File: src/hdl/greedy_box_nms_assert.svh
// Assertion helpers for the box suppression block.
// Used by modules that have clk_i and rst_ni in scope.
`ifndef GREEDY_BOX_NMS_ASSERT_SVH
`define GREEDY_BOX_NMS_ASSERT_SVH

// Property checked on every clock edge outside reset.
`define GBN_ASSERT(lbl, prop, msg) \
  lbl: assert property (@(posedge clk_i) disable iff (!rst_ni) prop) else $error(msg);

// Condition that must never hold outside reset.
`define GBN_NEVER(lbl, cond, msg) \
  lbl: assert property (@(posedge clk_i) disable iff (!rst_ni) !(cond)) else $error(msg);

`endif

File: src/hdl/gbn_pkg.sv
// Shared types, constants and helper functions of the box suppression block.
// No dependencies.
package gbn_pkg;

  localparam int MaxBoxesDef = 64;
  localparam int ResultSlots = 64;
  localparam int IdxW        = 6;
  localparam int ThrW        = 17;
  localparam logic [ThrW-1:0] ThrReset = 17'd32768;

  typedef struct packed {
    logic signed [15:0] left;
    logic signed [15:0] top;
    logic signed [15:0] right;
    logic signed [15:0] bottom;
    logic [15:0]        score;
    logic [7:0]         tag;
  } box_t;

  // Controller to datapath.
  typedef struct packed {
    logic load_we;
    logic rd_en;
    logic pass_start;
    logic take_best;
    logic have_best;
  } cmd_t;

  // Datapath to controller.
  typedef struct packed {
    logic busy;
    logic cand_found;
  } sts_t;

  // Extent hi - lo, clamped at zero; always fits 16 bits unsigned.
  function automatic logic [15:0] span(logic signed [15:0] hi, logic signed [15:0] lo);
    logic signed [16:0] d;
    d = $signed({hi[15], hi}) - $signed({lo[15], lo});
    return d[16] ? 16'd0 : d[15:0];
  endfunction

  function automatic logic signed [15:0] smin(logic signed [15:0] a, logic signed [15:0] b);
    return (a < b) ? a : b;
  endfunction

  function automatic logic signed [15:0] smax(logic signed [15:0] a, logic signed [15:0] b);
    return (a > b) ? a : b;
  endfunction

endpackage

File: src/hdl/gbn_ctrl.sv
// Controller: load counting, pass sequencing and result handshake.
// Depends on gbn_pkg and greedy_box_nms_assert.svh.
`include "greedy_box_nms_assert.svh"

module gbn_ctrl #(
  parameter int MaxBoxes = gbn_pkg::MaxBoxesDef
) (
  input  logic                        clk_i,
  input  logic                        rst_ni,
  input  logic                        in_valid_i,
  output logic                        in_ready_o,
  input  logic                        final_box_i,
  output logic                        out_valid_o,
  input  logic                        out_ready_i,
  output logic                        end_of_run_o,
  output logic                        overflow_o,
  output gbn_pkg::cmd_t               cmd_o,
  input  gbn_pkg::sts_t               sts_i,
  output logic [$clog2(MaxBoxes)-1:0] load_addr_o,
  output logic [$clog2(MaxBoxes)-1:0] rd_addr_o
);

  localparam int AW = $clog2(MaxBoxes);
  localparam int CW = $clog2(MaxBoxes + 1);

  typedef enum logic [1:0] {
    StLoad,
    StPass,
    StOut
  } state_e;

  state_e                  state_q, state_d;
  logic [CW-1:0]           cnt_q, cnt_d;
  logic [AW-1:0]           rd_q, rd_d;
  logic                    issuing_q, issuing_d;
  logic                    have_best_q, have_best_d;
  logic [gbn_pkg::IdxW-1:0] emit_q, emit_d;
  logic                    dropped_q, dropped_d;
  logic                    in_acc, out_acc, last_rd, end_run;

  assign in_acc  = in_valid_i && in_ready_o;
  assign out_acc = out_valid_o && out_ready_i;
  assign last_rd = (CW'(rd_q) == cnt_q - CW'(1));
  assign end_run = !sts_i.cand_found ||
                   (emit_q == gbn_pkg::IdxW'(gbn_pkg::ResultSlots - 1));

  // Next state and commands.
  always_comb begin
    state_d     = state_q;
    cnt_d       = cnt_q;
    rd_d        = rd_q;
    issuing_d   = issuing_q;
    have_best_d = have_best_q;
    emit_d      = emit_q;
    dropped_d   = dropped_q;
    cmd_o       = '0;
    cmd_o.have_best = have_best_q;

    unique case (state_q)
      StLoad: begin
        if (in_acc) begin
          if (cnt_q < CW'(MaxBoxes)) begin
            cmd_o.load_we = 1'b1;
            cnt_d = cnt_q + CW'(1);
          end else begin
            dropped_d = 1'b1;
          end
          if (final_box_i) begin
            cmd_o.pass_start = 1'b1;
            state_d     = StPass;
            rd_d        = '0;
            issuing_d   = 1'b1;
            have_best_d = 1'b0;
          end
        end
      end
      StPass: begin
        if (issuing_q) begin
          cmd_o.rd_en = 1'b1;
          if (last_rd) begin
            issuing_d = 1'b0;
          end else begin
            rd_d = rd_q + AW'(1);
          end
        end else if (!sts_i.busy) begin
          if (!have_best_q) begin
            // First pass only finds the top box; run again to suppress.
            cmd_o.take_best  = 1'b1;
            cmd_o.pass_start = 1'b1;
            have_best_d = 1'b1;
            rd_d        = '0;
            issuing_d   = 1'b1;
          end else begin
            state_d = StOut;
          end
        end
      end
      StOut: begin
        if (out_acc) begin
          if (end_run) begin
            state_d     = StLoad;
            cnt_d       = '0;
            dropped_d   = 1'b0;
            emit_d      = '0;
            have_best_d = 1'b0;
          end else begin
            cmd_o.take_best  = 1'b1;
            cmd_o.pass_start = 1'b1;
            emit_d    = emit_q + gbn_pkg::IdxW'(1);
            rd_d      = '0;
            issuing_d = 1'b1;
            state_d   = StPass;
          end
        end
      end
      default: state_d = StLoad;
    endcase
  end

  // State and counters.
  always_ff @(posedge clk_i or negedge rst_ni) begin
    if (!rst_ni) begin
      state_q     <= StLoad;
      cnt_q       <= '0;
      rd_q        <= '0;
      issuing_q   <= 1'b0;
      have_best_q <= 1'b0;
      emit_q      <= '0;
      dropped_q   <= 1'b0;
    end else begin
      state_q     <= state_d;
      cnt_q       <= cnt_d;
      rd_q        <= rd_d;
      issuing_q   <= issuing_d;
      have_best_q <= have_best_d;
      emit_q      <= emit_d;
      dropped_q   <= dropped_d;
    end
  end

  assign in_ready_o   = (state_q == StLoad);
  assign out_valid_o  = (state_q == StOut);
  assign end_of_run_o = end_run;
  assign overflow_o   = dropped_q;
  assign load_addr_o  = cnt_q[AW-1:0];
  assign rd_addr_o    = rd_q;

  `GBN_NEVER(a_load_or_emit, in_ready_o && out_valid_o, "input and output open together")
  `GBN_ASSERT(a_rd_in_set, cmd_o.rd_en |-> (CW'(rd_addr_o) < cnt_q), "read past loaded boxes")
  `GBN_ASSERT(a_take_idle, cmd_o.take_best |-> !sts_i.busy, "pick taken while pipeline busy")
  `GBN_ASSERT(a_run_ends, (out_acc && end_of_run_o) |=> (in_ready_o && cnt_q == '0), "set not cleared")

endmodule

File: config.mk
export PLATFORM = sky130hd
export DESIGN_NAME = gbn_ctrl
export DESIGN_NICKNAME = d
export VERILOG_FILES = /design/src/hdl/gbn_pkg.sv /design/src/hdl/gbn_ctrl.sv
export VERILOG_INCLUDE_DIRS = /design/src /design/src/hdl
export SDC_FILE = /design/constraint.sdc
export NUM_CORES = 1
export LEC_CHECK = 0
export BUFFER_PORTS_ARGS = -buffer_cell sky130_fd_sc_hd__buf_2
export CAP_MARGIN = 20
export CORE_ASPECT_RATIO = 1.1
export CORE_MARGIN = 2
export CORE_UTILIZATION = 30
export CTS_BUF_LIST = sky130_fd_sc_hd__clkbuf_4
export CTS_CLUSTER_DIAMETER = 100
export DETAILED_ROUTE_END_ITERATION = 10
export REMOVE_ABC_BUFFERS = 1
export SETUP_SLACK_MARGIN = 0.05
export SLEW_MARGIN = 40
export SYNTH_ARGS = -nofsm -noshare
export SYNTH_HDL_FRONTEND = slang
export SYNTH_SLANG_ARGS = --single-unit
File: constraint.sdc
create_clock -name clk_i -period 3.4 [get_ports clk_i]
set_clock_uncertainty 0.15 [all_clocks]
set_input_delay 0.17 -clock clk_i [delete_from_list [all_inputs] [get_ports clk_i]]
set_output_delay 0.17 -clock clk_i [all_outputs]
set_load 0.02 [all_outputs]
# [After elaboration in Yosys (flattened, before gate mapping)]
# Cells that the tools add are included.
[op_classes] add_sub_neg=4 n_lt_le_gt_ge=1 n_eq_ne=17 mux=56 reduce_logical=14
[ops] cell="two-way mux 6 bit" count=9
[ops] cell="two-way mux 7 bit" count=4
[ops] cell="two-way mux 1 bit" count=24
[ops] cell="two-way mux 2 bit" count=11
[ops] cell="case mux 6 bit (3 select lines)" count=1
[ops] cell="AND reduction 5 bit" count=3
[ops] cell="case mux 7 bit (2 select lines)" count=1
[ops] cell="adder 6 x 1 -> 6 bit, second input constant" count=2
[ops] cell="inequality test 2 x 1 -> 1 bit, second input constant" count=5
[ops] cell="inequality test 2 bit, second input constant" count=5
[ops] cell="inequality test 3 bit, second input constant" count=3
[ops] cell="case mux 1 bit (3 select lines)" count=3
[ops] cell="AND reduction 8 bit" count=1
[ops] cell="adder 7 x 1 -> 7 bit, second input constant" count=1
[ops] cell="== test 6 x 7 -> 1 bit" count=1
[ops] cell="less-than comparator 7 bit, second input constant" count=1
[ops] cell="AND reduction 7 bit" count=1
[ops] cell="subtractor 7 x 1 -> 7 bit, second input constant" count=1
[ops] cell="== test 6 bit, second input constant" count=1
[ops] cell="case mux 2 bit (3 select lines)" count=1
[ops] cell="AND reduction 6 bit" count=1
[ops] cell="case mux 1 bit (2 select lines)" count=2
[ops] cell="nonzero test 3 bit" count=1
[ops] cell="== test 2 x 1 -> 1 bit, second input constant" count=1
[ops] cell="7 further kinds" count=8
[totals] regBits=24 inputBits=7 out_inout_bits=21 elab_cells=99

# [Depth between registers and ports, before layout]
# Gate-level depths: netlist of run 1.
[depth] ltp_word=5 ltp_mapped=8 mapped_depth_nobuf=8

# [Worst setup path before layout of run 1]
# OpenSTA, ideal clock, no wires.
[synth_path] path_kind="register to register" from="reg cnt_q[3]" to="reg rd_q[5], in the netlist rd_addr_o[5]" setup_ps=90 t_arrival_ps=2256 required_ps=3160 setup_slack_ps=904 path_stages_with_launch=8 path_buffers=1 period_less_slack_ps=2496 cell_sequence="dfrtp_1 buf_6 or3_4 or4_4 a2111oi_4 a41oi_1 o21a_1 o221ai_1"
[synth_between] elab_chain_cells=4
[synth_rtl] item="from (decl)" line="gbn_ctrl.sv:33" text="logic [CW-1:0] cnt_q, cnt_d;"
[synth_rtl] item="from (signal assigned)" line="gbn_ctrl.sv:132" text="cnt_q <= cnt_d;"
[synth_rtl] item="subtractor 7 x 1 -> 7 bit" line="gbn_ctrl.sv:43" text="assign last_rd = (CW'(rd_q) == cnt_q - CW'(1));"
[synth_rtl] item="== test 6 x 7 -> 1 bit" line="gbn_ctrl.sv:43"
[synth_rtl] item="inequality test 3 bit (no source line)"
[synth_rtl] item="AND reduction 8 bit (no source line)"
[synth_rtl] item="to (signal assigned)" line="gbn_ctrl.sv:133" text="rd_q <= rd_d;"
[synth_rtl] item="to (decl)" line="gbn_ctrl.sv:34" text="logic [AW-1:0] rd_q, rd_d;"
# No other way between the ends.
# A chain may end at the register's enable or synchronous reset.

# [Final worst setup path of run 1]
[layout_path] from="reg cnt_q[3]" to="reg rd_q[2], in the netlist rd_addr_o[2]"
# Same word-level chain as after synthesis.

==> results of run 1 <==
==> per-layer routing <==
metal | vias to the layer above | global-route usage [%] | routed length [microns]
li1 | 697 | - | -
met1 | 630 | 18.7 | 1780
met2 | 22 | 20.8 | 1650
met3 | 2 | 2.61 | 117
met4 | 0 | 2.18 | 19
met5 | - | 0 | 0
==> placed cells by master (no fill, tap or decap), types with 2 or more instances in the layout <==
master         count
nor2_1            14
nand2b_1           5
xor2_1             4
dlygate4sd3_1      2
nand3_1           14
nor3_1             5
o21a_1             3
inv_1             10
and2_1             2
o21ai_0            6
a211oi_1           3
buf_2             27
a31oi_1            4
inv_2              2
a22o_1             2
o221ai_1           2
xnor2_1            7
clkbuf_4           3
dfrtp_1           24
nand4_1            4
o21ai_1            3
ha_1               9
nor2b_1            2
a21o_1             3
o31ai_1            6
a21oi_1            9
nand2_1           15
==> through the flow <==
step / hold slack (ns) / power (W) / setup slack, ns
global route: 0.0250 / 0.00140 / 0.575
global placement: 0.0485 / 0.00115 / 0.826
floorplan: -0.276 / 0.000967 / 0.845
finish: 0.0226 / 0.00128 / 0.754
detailed placement: 0.0523 / 0.00116 / 0.769
CTS: 0.00650 / 0.00130 / 0.741
==> worst max-delay path by stage <==
stage,end,startpoint
floorplan,rd_addr_o[5],cnt_q[3]
global placement,rd_addr_o[4],cnt_q[3]
detailed placement,rd_addr_o[4],cnt_q[3]
CTS,rd_addr_o[4],cnt_q[3]
global route,rd_addr_o[2],cnt_q[3]
finish,rd_addr_o[2],cnt_q[3]
==> logic make-up (layout without fill, tap and decap cells) <==
| logic type | after synthesis | after routing |
|---|---|---|
| adders and majority gates | 9 | 9 |
| buffers and inverters | 23 | 45 |
| and+or+nand+nor | 67 | 67 |
| muxes | 1 | 1 |
| DFF | 24 | 24 |
| xor gates and xnor gates | 11 | 11 |
| AOI/OAI and AO/OA | 48 | 48 |
==> worst max-delay path: stages, from the launching register on <==
cell and delay [ns]:
dfrtp_1 0.50, or3_4 0.44, or4_4 0.50, a2111oi_4 0.37, nand3_1 0.25, o2111a_1 0.21
o22ai_1 0.16
==> layout make-up <==
cell class | instances | area [sq um]
inverters | 12 | 45.0
repair buffers | 30 | 163
well taps | 75 | 93.8
multi-input cells | 136 | 893
flip-flops and latches | 24 | 601
fillers | 579 | 3470
clock buffers | 3 | 22.5
==> state kept, by name, summed over array words and instances, names as in the netlist <==
signal and cells:
issuing_q 1, emit_q 6, state_q 2, rd_addr_o 6, cnt_q 7, overflow_o 1, have_best_q 1
==> where the power goes <==
group | total (W) | internal (W) | switching, W
Combinational | 0.000677 | 0.000276 | 0.000401
Clock | 0.000130 | 0.0000415 | 0.0000889
Sequential | 0.000474 | 0.000349 | 0.000125
==> summary.md, run 1 <==
| Metric | Value |
|---|---|
| Status | `finished clean` |
| Final setup violation count | `0` |
| Simple-Gate Fraction of Synth Area | `about a fifth` |
| Asr flop ratio synth | `100%` |
| IO Port Bufs | `27` |
| XOR/XNOR share of the synthesized area | `under 10%` |
| Static leakage | `0.822 nW` |
| Die H | `81.0 microns` |
| Yosys warnings | `0` |
| Mean number of vias per cell | `between 4 and 5` |
| Die ar. | `5990 sq um` |
| CTS buffer count | `3` |
| Synth Area in Compound Gates | `about a fifth` |
| Hold path startpoint | `out_ready_i` |
| Critical Path RT | `roughly 3.5 ns` |
| Hold Fails Final Rpt | `0` |
| Number of synthesized flops with an enable pin | `0` |
| Post-CTS setup buffers | `0` |
| Antenna violations before repair | `0` |
| IO Count | `28` |
| Wire per inst | `about 13 microns` |
| First-pass GRT wire length | `around 6.2 mm` |
| 1st-pass router iterations | `4` |
| Routed WL | `3.57 mm` |
| Reg2reg path depth | `6` |
| Core outline area | `5290 sq um` |
| Finished Layout Cells | `280` |
| Fraction of layout cells with a size suffix above 1 | `about 18%` |
| Mux cell area share after synthesis | `0.619%` |
| Hold buffers post-CTS | `2` |
| Cells after Synth | `183` |
| Min-Delay Path Depth | `3` |
| Nature of the critical path startpoint | `register` |
| Largest net degree at the start of global routing | `25` |
| Area leader, netlist | `dfrtp_1` |
| Worst vdd ir | `approximately 0.32 mV` |
| Hold Crit Endpoint | `emit_q[2]` |
| Clk sink count | `24` |
| Synth Cell Area | `1620 sq um` |
| Area share of the largest cell type after synthesis | `between 30% and 40%` |
| Die W | `74.0 microns` |
| Pins over their slew limit | `0` |
| Sequential fraction of the synthesis area | `between 30% and 40%` |
| CTS clk-pin slew, worst paths | `between 0.1 and 0.15 ns` |
| Count leader, synth | `dfrtp_1` |
| Clock insertion delay at the later pin of the skew report | `roughly 0.31 ns` |
| Htree depth | `1` |
| Max-cap viol count | `0` |
| Top post-synthesis cells by count | `dfrtp_1, nand2_1, nand3_1, nor2_1, inv_1` |
| Placed cell count | `275` |
| Grt total ovfl | `0` |
| Kind of critical path | `reg2reg` |
| Reg-to-reg slack, setup | `~0.75 ns` |
| Synth Register Bits | `24` |
| FF-to-FF End | `rd_addr_o[2]` |
| GRT Util Overall | `between 10% and 20%` |
| ANT cells | `0` |
| Largest family of logic cells by synthesized area | `compound AO/OA/AOI/OAI gates` |
| Top cells by area, synth | `dfrtp_1, ha_1, nand3_1, xnor2_1, nand2_1` |
| HPWL after detailed placement | `roughly 2.6 mm` |
| Mean Syn Cell Area | `8.83 sq um` |
| Core Util, Final | `34.4%` |
| Root Driver | `clkbuf_4` |
| GP Congestion | `~0.74` |
| Initial Util | `between 30% and 40%` |
| DR iter-0 viols | `60` |
| Worst-path maximum fanout | `8` |
| Placed Area | `about 1800 sq um` |
| Post_cts resized | `0` |
| Drt drc | `0` |
| Final ANT Viol Nets | `0` |
| Layout Nets | `223` |
| Max Freq | `about 380 MHz` |
| Fin area | `roughly 1800 sq um` |
| Cell variety after synth | `42` |
| Worst Max-Slew Pin Slew | `approximately 0.57 ns` |
| Min-delay worst type | `in2reg` |
| Worst EP arrival | `2.74 ns` |
| Vias | `about 1400` |
| Adder-cell share of the synthesized area | `roughly 7.0%` |
| Worst slew margin | `between 60 and 70%` |
| Final critical-path share of the clock period | `slightly below 80%` |
| Vias in the first global route | `around 1300` |
| Syn-to-layout area delta | `12.5%` |
| Ys flop type | `dfrtp_1` |
| Final Critical Period | `2.65 ns` |
| TritonCTS clock tree | `yes` |
| CP Capture Type | `register` |
| Reg2reg start | `cnt_q[3]` |
| Core Rows | `28` |
| Pwr Density | `between 700 and 800 nW/um^2` |
| Unrepaired setup endpoints after global routing | `false` |
| Setup TNS | `0 ns` |
| Clock Tree Buf Depth | `2` |
Power figures use the tool's default switching activity.
==> inputs of run 2 (changes only) <==
ABC_AREA = 1   (was unset)
clock period = 2.8 ns   (was 3.4 ns; I/O delays follow)
==> run 2 against run 1 <==
  * Total power rose by 54%
  * Die area rose by 9.7%
  * Core utilization rose by 0.42 points
  * Critical path depth rose by 1
  * Hold slack improved by 0.060 ns
  * First-iteration DRC count rose by 30%
  * Setup slack got worse by 0.40 ns
  * Sequential share of layout area fell by 3.1 points
  * Final cell count rose by 26%
  * Synthesized cell count rose by 36%
  * Sequential power rose by 33%
  * Clock power rose by 24%
  * Critical endpoint is now cmd_o[2]
  * Largest power group unchanged
==> summary.md, run 2 <==
| Metric | Value |
|---|---|
| Status | `finished clean (unchanged)` |
| Top post-synthesis cells by count | `nand2_1, inv_1, dfrtp_1, nand3_1, o21ai_0 (was dfrtp_1, nand2_1, nand3_1, nor2_1, inv_1)` |
| Worst Max-Slew Pin Slew | `0.583 ns (was 0.570 ns)` |
| Vias | `1624 (was 1351)` |
| Worst-path cell with the longest stage delay | `o41ai_1 (was dfrtp_1)` |
| Kind of critical path | `reg2out (was reg2reg)` |
| Commonest non-fill, non-tap cell in the layout | `nand2_1 (was buf_2)` |
| Count leader, synth | `nand2_1 (was dfrtp_1)` |
| Simple-Gate Fraction of Synth Area | `33.5% (was 20.7%)` |
| Vias in the first global route | `1605 (was 1288)` |
| Asr flop ratio synth | `100% (unchanged)` |
| Final Critical Period | `between 2 and 2.5 ns` |
| Hold buffers post-CTS | `2 (unchanged)` |
| Final hold slack | `0.0824 ns (was 0.0226 ns)` |
| Area share of the largest cell type after synthesis | `33.7% (was 37.2%)` |
| Layout Nets | `292 (was 223)` |
| Clock Tree Buf Depth | `2 (unchanged)` |
| Clock insertion delay at the later pin of the skew report | `0.32 ns (was 0.31 ns)` |
| Clk sink count | `24 (unchanged)` |
| Core Util, Final | `34.8% (was 34.4%)` |
| Fraction of layout cells with a size suffix above 1 | `17.8% (was 17.6%)` |
| Worst-path maximum fanout | `8 (unchanged)` |
| Final setup violation count | `0 (unchanged)` |
| Root Driver | `clkbuf_4 (unchanged)` |
| Final ANT Viol Nets | `0 (unchanged)` |
| Mean Syn Cell Area | `7.16 sq um (was 8.83 sq um)` |
| Max incr delay on CP | `0.49 ns (was 0.50 ns)` |
| HPWL after detailed placement | `3.15 mm (was 2.60 mm)` |
| Worst path cell trace | `inv_1 > ha_1 > inv_1 > o41ai_1 > o21ai_0 > inv_1 > buf_2 (was or3_4 > or4_4 > a2111oi_4 > nand3_1 > o2111a_1 > o22ai_1)` |
| Multi-input gate area | `963 sq um (was 893 sq um)` |
| Placed Area | `1960 sq um (was 1780 sq um)` |
| First-pass GRT wire length | `7.13 mm (was 6.19 mm)` |
| Wire per inst | `11.4 microns (was 12.7 microns)` |
| DR iter-0 viols | `78 (was 60)` |
| Pwr Density | `986 nW/um^2 (was 705 nW/um^2)` |
| Critical Path RT | `2.51 ns (was 3.50 ns)` |
| Initial Util | `30.9% (was 30.6%)` |
| TritonCTS clock tree | `yes (unchanged)` |
| CTS clk-pin slew, worst paths | `0.14 ns (about the same)` |
| Die ar. | `6570 sq um (was 5990 sq um)` |
| Fin area | `2010 sq um (was 1820 sq um)` |
| Synth Cell Area | `1780 sq um (was 1620 sq um)` |
| Largest net degree at the start of global routing | `25 (unchanged)` |
| Die H | `84.8 microns (was 81.0 microns)` |
| Hold Fails Final Rpt | `0 (unchanged)` |
| Core outline area | `5770 sq um (was 5290 sq um)` |
| Reg-to-reg slack, setup | `0.72 ns (was 0.75 ns)` |
| Top cells by area, synth | `dfrtp_1, nand2_1, inv_1, ha_1, nand3_1 (was dfrtp_1, ha_1, nand3_1, xnor2_1, nand2_1)` |
| Worst slew margin | `61.1% (was 61.8%)` |
| IO Port Bufs | `27 (unchanged)` |
| Final critical-path share of the clock period | `between 80 and 90%` |
| Worst Path Buf+Inv | `4 (was 0)` |
| Yosys warnings | `0 (unchanged)` |
| Pins over their slew limit | `0 (unchanged)` |
| CP Capture Type | `output pin (was register)` |
| CTS buffer count | `3 (unchanged)` |
| Worst EP arrival | `2.16 ns (was 2.74 ns)` |
| Largest family of logic cells by synthesized area | `simple AND/OR/NAND/NOR gates (was compound AO/OA/AOI/OAI gates)` |
| Worst vdd ir | `0.420 mV (was 0.322 mV)` |
| Mean number of vias per cell | `4.61 (was 4.83)` |
| Post_cts resized | `0 (unchanged)` |
| Core Rows | `29 (was 28)` |
| Die W | `77.5 microns (was 74.0 microns)` |
| IO Count | `28 (unchanged)` |
| Antenna violations before repair | `0 (unchanged)` |
| XOR/XNOR share of the synthesized area | `3.93% (was 5.96%)` |
| ANT cells | `0 (unchanged)` |
| Synth Register Bits | `24 (unchanged)` |
| Max-cap viol count | `0 (unchanged)` |
| Area leader, netlist | `dfrtp_1 (unchanged)` |
| Setup TNS | `0 ns (unchanged)` |
| Max Freq | `409 MHz` |
| Cell variety after synth | `26 (was 42)` |
| Max reg flops | `7 (unchanged)` |
| Syn-to-layout area delta | `12.6% (was 12.5%)` |
| Static leakage | `1.07 nW (was 0.822 nW)` |
| Number of synthesized flops with an enable pin | `0 (unchanged)` |
| Min-delay worst type | `in2reg (unchanged)` |
| Synth Area in Compound Gates | `10.3% (was 21.1%)` |
| Unrepaired setup endpoints after global routing | `false (unchanged)` |
| Ys flop type | `dfrtp_1 (unchanged)` |
| Most frequent cells in the layout | `nand2_1, inv_1, buf_2 (was buf_2, dfrtp_1, nand2_1)` |
| Nature of the critical path startpoint | `register (unchanged)` |
| Htree depth | `1 (unchanged)` |
| Top reg by flops | `cnt_q (unchanged)` |
| Adder-cell share of the synthesized area | `6.32% (was 6.97%)` |
| GRT Util Overall | `13.3% (was 13.1%)` |
| Cell mode on critical path | `inv_1` |
| Routed WL | `4.03 mm (was 3.57 mm)` |
| 1st-pass router iterations | `4 (unchanged)` |
| Drt drc | `0 (unchanged)` |
| GP Congestion | `0.832 (was 0.737)` |
| Delay-heaviest family, CP | `compound AO/OA/AOI/OAI gates (was simple AND/OR/NAND/NOR gates)` |
| Mux cell area share after synthesis | `0% (was 0.619%)` |
| # fillers | `644 (was 579)` |
| Sequential fraction of the synthesis area | `33.7% (was 37.2%)` |
| Grt total ovfl | `0 (unchanged)` |
| Post-CTS setup buffers | `0 (unchanged)` |
| Cells after Synth | `249 (was 183)` |
| Register area | `601 sq um (unchanged)` |
## run 2: changes by cell type in the layout (fill, tap and decap cells not counted), sizes merged, moves of 4 or more
cell,before,now
nand2,15,74
nand2b,5,0
inv,12,44
o21ai,9,14
nor3,5,9
## run 2: worst reg2reg max path, cell delays in order, from the launching register on
cell and delay, ns:
dfrtp_1 0.42, inv_1 0.09, ha_1 0.31, inv_2 0.13, or2_1 0.11, nand2_1 0.08
nor2_2 0.12, nand2_2 0.09, a31oi_4 0.26, nand2_4 0.11, nand2_1 0.07, nand2_1 0.05
## run 2: metrics by stage
step | worst slack (ns) | total power (W) | std cells
floorplan | 0.828 | 0.00152 | 242
global placement | 0.694 | 0.00182 | 346
detailed placement | 0.724 | 0.00183 | 346
CTS | 0.324 | 0.00200 | 352
global route | 0.177 | 0.00220 | 352
finish | 0.353 | 0.00198 | 352
## run 2: area by class of cell
cell class	instances	area share, %
Inverter	44	8.23
Timing Repair Buffer	29	7.73
Clock buffer	3	1.12
Multi-Input combinational cell	174	48.0
Sequential cell	24	29.9
Clock inverter	1	0.187
Tap cell	77	4.80
## run 2: kinds of logic (layout without fill, tap and decap cells)
| family | count (synthesis) | count (layout) |
|---|---|---|
| XOR/XNOR | 8 | 8 |
| flip-flops | 24 | 24 |
| AND/OR/NAND/NOR | 127 | 127 |
| buffers and inverters | 51 | 77 |
| AO/OA/AOI/OAI | 30 | 30 |
| adder cells (fa/ha/maj) | 9 | 9 |
## run 2: per-layer routing
layer / vias to the layer above / share of wire, % / global-route usage [%]
met3: 4 / 4.1 / 1.70
li1: 839 / - / -
met5: - / 0 / 0
met1: 745 / 48 / 17.2
met4: 0 / 0.84 / 2.92
met2: 36 / 47 / 23.7
## run 2: path summary, 6_finish.rpt
check                           cells after the start        from           end
max in group asynchronous                           2      rst_ni  rd_addr_o[5]
worst min register to register                      2   emit_q[1]     emit_q[1]
worst min-delay path                                3  in_valid_i    overflow_o
min in group asynchronous                           2      rst_ni     emit_q[2]
worst max register to register                     11  state_q[0]  rd_addr_o[4]
worst max-delay path                                7  state_q[1]      cmd_o[2]
## run 2: power breakdown
part | switching [W] | internal (W)
clock | 0.000109 | 0.0000522
combinational | 0.000775 | 0.000412
sequential | 0.000164 | 0.000467
total | 0.00105 | 0.000931
==> inputs of run 3 (changes only) <==
clock period = 2.75 ns   (was 2.8 ns; I/O delays follow)
==> run 3 against run 2 <==
  * Final area rose by 1.3%
  * Final cell count is the same
  * Setup slack worse by 0.023 ns
  * Largest cell class unchanged
  * Die area unchanged
  * Flip-flop and latch count did not move
  * Total power grew 6.3%
==> summary.md, run 3 (same netlist as run 2, synthesis figures left out) <==
| Metric | Value |
|---|---|
| Worst-path cell with the longest stage delay | `o41ai_1 (unchanged)` |
| Root Driver | `clkbuf_4 (unchanged)` |
| 1st-pass router iterations | `4 (unchanged)` |
| Final setup violation count | `0 (unchanged)` |
| Setup TNS | `0 ns (unchanged)` |
| Htree depth | `1 (unchanged)` |
| IO Port Bufs | `27 (unchanged)` |
| CTS clk-pin slew, worst paths | `0.15 ns (was 0.14 ns)` |
| DR iter-0 viols | `51 (was 78)` |
| Max-cap viol count | `0 (unchanged)` |
| Wire per inst | `10.9 microns (was 11.4 microns)` |
| Vias | `1552 (was 1624)` |
| Critical Path RT | `2.46 ns (was 2.51 ns)` |
| Antenna violations before repair | `0 (unchanged)` |
| TritonCTS clock tree | `yes (unchanged)` |
| Commonest non-fill, non-tap cell in the layout | `nand2_1 (unchanged)` |
| Layout Nets | `292 (unchanged)` |
| Grt total ovfl | `0 (unchanged)` |
| Met1 wire length | `1.93 mm (was 1.94 mm)` |
| Fin area | `2030 sq um (was 2010 sq um)` |
| Worst Path Buf+Inv | `4 (unchanged)` |
| Nature of the critical path startpoint | `register (unchanged)` |
| Largest net degree at the start of global routing | `25 (unchanged)` |
| Unrepaired setup endpoints after global routing | `false (unchanged)` |
| Post-CTS setup buffers | `0 (unchanged)` |
| Die W | `77.5 microns (unchanged)` |
| Die ar. | `6570 sq um (unchanged)` |
| Pins over their slew limit | `0 (unchanged)` |
| Max incr delay on CP | `0.48 ns (was 0.49 ns)` |
| Worst slew margin | `63.1% (was 61.1%)` |
| Min-delay worst type | `in2reg (unchanged)` |
| Final Critical Period | `2.42 ns` |
| Core outline area | `5770 sq um (unchanged)` |
| First-pass GRT wire length | `7.02 mm (was 7.13 mm)` |
| Met3 WL | `108 microns (was 165 microns)` |
| Placed cell count | `346 (unchanged)` |
| CTS buffer count | `3 (unchanged)` |
| Syn-to-layout area delta | `14.1% (was 12.6%)` |
| Clock insertion delay at the later pin of the skew report | `0.33 ns (was 0.32 ns)` |
| Finished Layout Cells | `352 (unchanged)` |
| IO Count | `28 (unchanged)` |
| Status | `finished clean (unchanged)` |
| Mean number of vias per cell | `4.41 (was 4.61)` |
| Static leakage | `1.08 nW (was 1.07 nW)` |
| Hold Fails Final Rpt | `0 (unchanged)` |
| GP Congestion | `0.806 (was 0.832)` |
| Total power | `0.00210 W (was 0.00198 W)` |
| Worst EP arrival | `2.13 ns (was 2.16 ns)` |
| Worst Max-Slew Pin Slew | `0.553 ns (was 0.583 ns)` |
| Top reg by flops | `cnt_q (unchanged)` |
| HPWL after detailed placement | `3.05 mm (was 3.15 mm)` |
| Worst vdd ir | `0.477 mV (was 0.420 mV)` |
| Final critical-path share of the clock period | `around nine tenths` |
| Worst-path maximum fanout | `8 (unchanged)` |
| Placed Area | `1960 sq um (unchanged)` |
| Kind of critical path | `reg2out (unchanged)` |
| GRT Util Overall | `13.0% (was 13.3%)` |
| Most frequent cells in the layout | `nand2_1, inv_1, buf_2 (unchanged)` |
| CP Capture Type | `output pin (unchanged)` |
| Routed WL | `3.83 mm (was 4.03 mm)` |
| Met2 WL | `1.75 mm (was 1.89 mm)` |
| Fraction of layout cells with a size suffix above 1 | `18.2% (was 17.8%)` |
| Pwr Density | `1030 nW/um^2 (was 986 nW/um^2)` |
| Core Rows | `29 (unchanged)` |
| Max Freq | `between 400 and 500 MHz` |
| Cell mode on critical path | `inv_1 (unchanged)` |
| Vias in the first global route | `1552 (was 1605)` |
| Delay-heaviest family, CP | `compound AO/OA/AOI/OAI gates (unchanged)` |
| Die H | `84.8 microns (unchanged)` |
| Final hold slack | `0.0602 ns (was 0.0824 ns)` |
| ANT cells | `0 (unchanged)` |
| Uppermost routed layer | `met4 (unchanged)` |
| Clk sink count | `24 (unchanged)` |
| Clock Tree Buf Depth | `2 (unchanged)` |
| Max reg flops | `7 (unchanged)` |
| Drt drc | `0 (unchanged)` |
| Final ANT Viol Nets | `0 (unchanged)` |
| Worst path cell trace | `inv_1 > ha_1 > inv_1 > o41ai_1 > o21ai_0 > inv_1 > buf_2 (unchanged)` |
| Initial Util | `30.9% (unchanged)` |
run 3: worst paths after layout:
kind | from | cells past startpoint | endpoint | slack (ns)
max in group asynchronous | rst_ni | 2 | state_q[1] | 1.91
max | state_q[1] | 7 | cmd_o[2] | 0.33
max reg2reg | state_q[0] | 11 | rd_addr_o[2] | 0.65
min reg2reg | overflow_o | 2 | overflow_o | 0.37
min | in_valid_i | 3 | overflow_o | 0.06
min in group asynchronous | rst_ni | 2 | emit_q[4] | 0.15
run 3: cell type report:
type	instances	area, sq um
sequential	24	601
fill	631	3740
tap	77	96.3
clock inverter	1	30.0
inverter	44	165
multi-input combinational	174	963
timing repair buffer	29	155
clock buffer	3	22.5
run 3: through the flow:
step	setup WS, ns	util [%]
after floorplan	0.780	-
after global placement	0.683	34.0
after detailed placement	0.656	34.0
after CTS	0.304	35.2
after global routing	0.0855	35.2
final	0.330	35.2
run 3: report_power, final:
group / switching [W] / internal (W) / total [W]
Combinational: 0.000782 / 0.000418 / 0.00120
Sequential: 0.000166 / 0.000476 / 0.000641
Clock: 0.000115 / 0.000147 / 0.000263
Total: 0.00106 / 0.00104 / 0.00210
run 3: what timing repair did:
item / CTS / global route
hold endpoints to repair: 26 / 0
setup endpoints to repair: 0 / 0
gates resized for setup: 0 / 0
hold buffers: 2 / 0
run 3: per-layer routing:
metal | GRT usage (%) | vias to the layer above
li1 | - | 842
met1 | 17.6 | 682
met2 | 22.0 | 24
met3 | 1.60 | 4
met4 | 3.90 | 0
met5 | 0 | -
run 3: worst reg2reg max path, stage by stage (launching register included):
cell	delay, ns
dfrtp_1	0.43
inv_1	0.09
ha_1	0.31
inv_2	0.13
or2_1	0.11
nand2_1	0.07
nor2_2	0.12
nand2_2	0.09
a31oi_4	0.28
nand2_4	0.12
nand2_1	0.07
nand2_1	0.05
